==> config.mk <==
export PLATFORM = sky130hd
export DESIGN_NAME = aafp_sqrt
export DESIGN_NICKNAME = d
export VERILOG_FILES = /design/src/design/aafp_pkg.sv /design/src/design/aafp_sqrt.sv
export SDC_FILE = /design/constraint.sdc
export NUM_CORES = 2
export LEC_CHECK = 0
export ABC_AREA = 0
export BUFFER_PORTS_ARGS = -buffer_cell sky130_fd_sc_hd__buf_2
export CORE_MARGIN = 2
export CORE_UTILIZATION = 40
export CTS_BUF_LIST = sky130_fd_sc_hd__clkbuf_16
export DETAILED_ROUTE_END_ITERATION = 8
export SLEW_MARGIN = 5
export SYNTH_ARGS = -nofsm -noshare
export SYNTH_HDL_FRONTEND = slang
export SYNTH_SLANG_ARGS = --single-unit
export TNS_END_PERCENT = 5
==> constraint.sdc <==
create_clock -name i_clk -period 11 [get_ports i_clk]
set_input_delay 0 -clock i_clk [delete_from_list [all_inputs] [get_ports i_clk]]
set_output_delay 0 -clock i_clk [all_outputs]
set_load 0.01 [all_outputs]
==> src/design/aafp_pkg.sv <==
package aafp_pkg;

    localparam int CORDIC_STAGES_DEF = 16;
    localparam int ATAN_TAB_LEN      = 24;

    localparam int COORD_W = 24;
    localparam int DIFF_W  = 25;
    localparam int SQ_W    = 50;
    localparam int DIST_W  = 25;

    // CORDIC datapath: 8 guard bits, plus growth headroom
    localparam int CX_W    = 26;
    localparam int GUARD   = 8;
    localparam int XY_W    = 38;
    localparam int ZACC_W  = 26;
    localparam int ANG_W   = 18;

    localparam int ANG_90  = 90 * 32768;
    localparam int ANG_180 = 180 * 32768;

    localparam int QUARTER_OUT   = 11520;
    localparam int FULL_TURN_OUT = 46080;
    localparam logic [DIST_W-1:0] DIST_MAX = 25'h1FFFFFF;

    // arctangent of 2^-i in 1/32768 degree
    function automatic logic [20:0] atan_tab(input int i);
        logic [20:0] v;
        case (i)
            0:  v = 21'd1474560;
            1:  v = 21'd870484;
            2:  v = 21'd459940;
            3:  v = 21'd233473;
            4:  v = 21'd117189;
            5:  v = 21'd58652;
            6:  v = 21'd29333;
            7:  v = 21'd14667;
            8:  v = 21'd7334;
            9:  v = 21'd3667;
            10: v = 21'd1833;
            11: v = 21'd917;
            12: v = 21'd458;
            13: v = 21'd229;
            14: v = 21'd115;
            15: v = 21'd57;
            16: v = 21'd29;
            17: v = 21'd14;
            18: v = 21'd7;
            19: v = 21'd4;
            20: v = 21'd2;
            21: v = 21'd1;
            default: v = 21'd0;
        endcase
        return v;
    endfunction

endpackage

==> src/design/aafp_sqrt.sv <==
module aafp_sqrt import aafp_pkg::*; #(
    parameter int SIDE_W = 75
) (
    input  logic              i_clk,
    input  logic              i_rst_n,
    input  logic              i_valid,
    input  logic [SQ_W-1:0]   i_n,
    input  logic [SIDE_W-1:0] i_side,
    output logic              o_valid,
    output logic [DIST_W-1:0] o_root,
    output logic [SIDE_W-1:0] o_side
);
    localparam int RW   = DIST_W;
    localparam int REMW = RW + 3;

    logic              r_v    [0:RW];
    logic [REMW-1:0]   r_rem  [0:RW];
    logic [RW-1:0]     r_root [0:RW];
    logic [SQ_W-1:0]   r_n    [0:RW];
    logic [SIDE_W-1:0] r_side [0:RW];

    always_comb begin
        r_v[0]    = i_valid;
        r_rem[0]  = '0;
        r_root[0] = '0;
        r_n[0]    = i_n;
        r_side[0] = i_side;
    end

    // one result bit per stage, restoring form
    for (genvar k = 0; k < RW; k++) begin : g_stage
        logic [REMW-1:0] rem_sh;
        logic [REMW-1:0] trial;
        logic            take;
        always_comb begin
            rem_sh = {r_rem[k][REMW-3:0], r_n[k][SQ_W-1-2*k -: 2]};
            trial  = {1'b0, r_root[k], 2'b01};
            take   = rem_sh >= trial;
        end
        always_ff @(posedge i_clk) begin
            if (!i_rst_n) begin
                r_v[k+1] <= 1'b0;
            end else begin
                r_v[k+1] <= r_v[k];
            end
        end
        always_ff @(posedge i_clk) begin
            r_rem[k+1]  <= take ? rem_sh - trial : rem_sh;
            r_root[k+1] <= {r_root[k][RW-2:0], take};
            r_n[k+1]    <= r_n[k];
            r_side[k+1] <= r_side[k];
        end
    end

    logic              r_out_v;
    logic [DIST_W-1:0] r_out_root;
    logic [SIDE_W-1:0] r_out_side;
    logic [RW:0]       n_round;

    // round to nearest: remainder above root means past the midpoint
    always_comb begin
        n_round = {1'b0, r_root[RW]} + {{RW{1'b0}}, (r_rem[RW] > {3'b000, r_root[RW]})};
    end

    always_ff @(posedge i_clk) begin
        if (!i_rst_n) begin
            r_out_v <= 1'b0;
        end else begin
            r_out_v <= r_v[RW];
        end
    end

    always_ff @(posedge i_clk) begin
        r_out_root <= n_round[RW] ? DIST_MAX : n_round[RW-1:0];
        r_out_side <= r_side[RW];
    end

    assign o_valid = r_out_v;
    assign o_root  = r_out_root;
    assign o_side  = r_out_side;
endmodule

==> flow_metrics.env <==
export IMPL_status="finished, final reports clean"
export IMPL_via_count=52900
export IMPL_layoutNonFillerInstCount=12000
export IMPL_cp_cell_sequence="inv_1 > ha_1 > nand4_1 > nor4_1 > nand2_1 > or3_1 > o2111ai_1 > o41a_1 > ha_1 > and4_1 > and4_1 > and3_1 > and2_1 > and4_1 > and4_1 > nand3_1 > o21ai_0"
export IMPL_synth_area_per_cell_um2=12.6
export IMPL_path_buf_inv=1
export IMPL_synthTopCellsByArea="dfxtp_1 (73%), ha_1 (4.9%), xnor2_1 (2.3%)"
export IMPL_areaGrowthSynthToFinish_pct=19.0
export IMPL_synth_top_cell_area_share_pct=72.7
export IMPL_grt_pass1_vias=53200
export IMPL_clock_path_buffers=4
export IMPL_gp_congestion=0.880
export IMPL_setup_viol=0
export IMPL_dp_cells=11100
export IMPL_comb_power_share_pct=10.7
export IMPL_rsz0062_at_grt="false"
export IMPL_die_y_um=498
export IMPL_clock_skew_ns=0.105
export IMPL_seq_power_share_pct=51.2
export IMPL_cts_root_buf="clkbuf_16"
export IMPL_leakage_uw=0.0524
export IMPL_synth_ff_type="dfxtp_1"
export IMPL_overflow=0
export IMPL_synth_edf_count=0
export IMPL_port_buffers=228
export IMPL_power_uw=29400
export IMPL_start_kind="register"
export IMPL_tightest_slew_ns=1.10
export IMPL_hold_violations=0
export IMPL_grt_pass1_wl_mm=254
export IMPL_whs_ns=0.187
export IMPL_seq_area_frac_synth_pct=72.7
export IMPL_routed_wl_mm=152
export IMPL_drive_gt1_share_pct=9.46
export IMPL_maxCapViolCount=0
export IMPL_die_w_um=498
export IMPL_slowest_delay_ns=0.53
export IMPL_numCtsBuffers=358
export IMPL_core_area_um2=243000
export IMPL_cp_slowest_cell="nand3_1"
export IMPL_switching_share_pct=24.2
export IMPL_multi_input_area_um2=24600
export IMPL_final_nets=9006
export IMPL_p_clk_share_pct=38.2
export IMPL_fin_crit_sh_pct=43.5
export IMPL_first_iter_violations=2398
export IMPL_cts_max_level=5
export IMPL_synth_seq_cells=3543
export IMPL_fp_row_count=181
export IMPL_critical_path_endpoint_type="register"
export IMPL_antenna_found_initial=3
export IMPL_seq_area_um2=70900
export IMPL_peakVddDrop_v=0.000166
export IMPL_cts_num_sinks=3543
export IMPL_clk_latency_ns=0.93
export IMPL_synth_cells=7731
export IMPL_worstPathMaxFanout=20
export IMPL_viasPerCell=4.43
export IMPL_p_int_uw=22300
export IMPL_start_util_pct=40.2
export IMPL_cellPowerDensity_nw_per_um2=253
export IMPL_cp_top_family="simple AND/OR/NAND/NOR gates"
export IMPL_cts_tree="built"
export IMPL_ys_types=88
export IMPL_dp_hpwl_mm=102
export IMPL_dieArea_um2=248000
export IMPL_synth_warnings=0
export IMPL_ios=229
export IMPL_synth_largest_area_cell="dfxtp_1"
export IMPL_syn_num_nets=8240
export IMPL_worstHoldPathType="primary input to register"
export IMPL_firstDrtPassIters=7
export IMPL_drc=0
export IMPL_max_freq_ghz=0.209
export IMPL_grt_usage_pct=12.1
export IMPL_path_class="register to register"
export IMPL_path_common_cell="and4_1"
export IMPL_setup_tns_ns=0
export IMPL_period_needed_ns=4.78
export IMPL_clkTransAtPathRegs_ns=0.06
export IMPL_cp_required_ns=11.79
export IMPL_ant_nets=0
export IMPL_switching_power_uw=7110
export IMPL_async_reset_ff_share_pct=0
export IMPL_netlist_area_um2=97600
export IMPL_fillers=21300
export IMPL_post_drt_wl_per_cell_um=12.7
export IMPL_finalMaxSlewViolations=0
export IMPL_slew_headroom_pct=26.2
export IMPL_arrival_ns=5.57
export IMPL_grt_max_degree=54
export IMPL_utilization_pct=47.8
## layout by cell type (no fill, tap or decap), types with 36 or more instances in the layout
master,n
nand4_1,67
nand2_1,410
buf_2,228
inv_1,538
clkinv_2,63
clkbuf_16,360
nand3_1,90
o21bai_1,36
o21a_1,66
nor2b_1,56
ha_1,381
and2_1,40
a21o_1,143
nor3_1,143
xor2_1,255
clkinv_1,71
nand2b_1,77
xnor2_1,259
mux2_2,39
dfxtp_1,3543
o21ai_0,335
a21oi_1,349
nor4_1,70
or3_1,59
dlygate4sd3_1,256
nor2_1,339
## registers in the layout, summed over array words and instances, names as in the netlist
signal and cells:
o_root 25, g_stage.rem_sh 637, r_root 25, o_valid 1
o_side 75, g_stage.trial 300, r_rem 28, r_v 25
r_n 552, r_side 1875
## cells by family (layout without fill, tap and decap cells)
family / after synthesis / in the layout / synth area share, %
flip-flops: 3543 / 3543 / 72.7
AND/OR/NAND/NOR: 1502 / 1502 / 7.63
AO/OA/AOI/OAI: 1169 / 1169 / 7.37
buffers and inverters: 566 / 1589 / 2.22
XOR/XNOR: 515 / 515 / 4.63
adder cells (fa/ha/maj): 381 / 381 / 4.88
multiplexers: 54 / 54 / 0.619
other: 1 / 2 / 0.00384
## power groups by stage
| stage | Clock (uW) | Combinational [uW] | Sequential [uW] |
|---|---|---|---|
| final | 11200 | 3130 | 15000 |
| after global routing | 12200 | 3540 | 15200 |
| after CTS | 11700 | 3150 | 15100 |
| after detailed placement | 0 | 3060 | 15300 |
| after global placement | 0 | 3000 | 15300 |
| after floorplan | 0 | 2370 | 15100 |
## what timing repair did
action | CTS | global route
resized for setup | 0 | 0
setup buffers | 0 | 0
hold endpoints to repair | 152 | 0
hold buffers | 256 | 0
## routing by layer
metal  vias to the layer above  part of all wire, %  GRT usage (%)
met2                      1066                   47           20.5
li1                      27300                    -              -
met3                       468                  4.3           2.61
met5                         -                    0              0
met1                     24100                   45           14.5
met4                         0                  4.4           5.90
## cells in the mapped netlist, types with 36 or more instances
| library cell | count |
|---|---|
| nor2b_1 | 56 |
| nand2_1 | 410 |
| xor2_1 | 255 |
| nand3_1 | 90 |
| and2_1 | 40 |
| xnor2_1 | 259 |
| ha_1 | 381 |
| or3_1 | 59 |
| nor4_1 | 70 |
| nor3_1 | 143 |
| a21o_1 | 143 |
| a21oi_1 | 350 |
| nor2_1 | 339 |
| o21ai_0 | 335 |
| dfxtp_1 | 3543 |
| mux2_2 | 39 |
| clkbuf_1 | 74 |
| nand4_1 | 67 |
| nand2b_1 | 77 |
| inv_1 | 473 |
| o21a_1 | 66 |
| o21bai_1 | 36 |
## area by class of cell
class	instances	share of cell area [%]
sequential	3543	61.1
multi-input combinational	3622	21.2
clock buffer	360	7.75
tap	3202	3.45
timing repair buffer	499	3.28
clock inverter	257	1.77
inverter	473	1.53
antenna	1	0.00215
## tightest hold or removal path: cells and delay by family
family   cells  cell delay, ns
buf+inv      3            1.12
## final timing paths
kind	start	to	slack, ns	cells past startpoint
max	r_root[24]	o_root[3]	6.22	17
min	i_side[9]	r_side[1809]	0.19	3
max reg2reg	r_root[24]	o_root[3]	6.22	17
min reg2reg	r_n[1128]	r_n[1078]	0.26	0
## metrics by stage
stage               worst slack (ns)  area [um2]
finish                          6.22      116000
global route                    5.66      116000
CTS                             6.08      116000
detailed placement              6.06      103000
global placement                6.02      103000
floorplan                       6.83       97600
No activity file was read; power rests on OpenSTA's default activity.
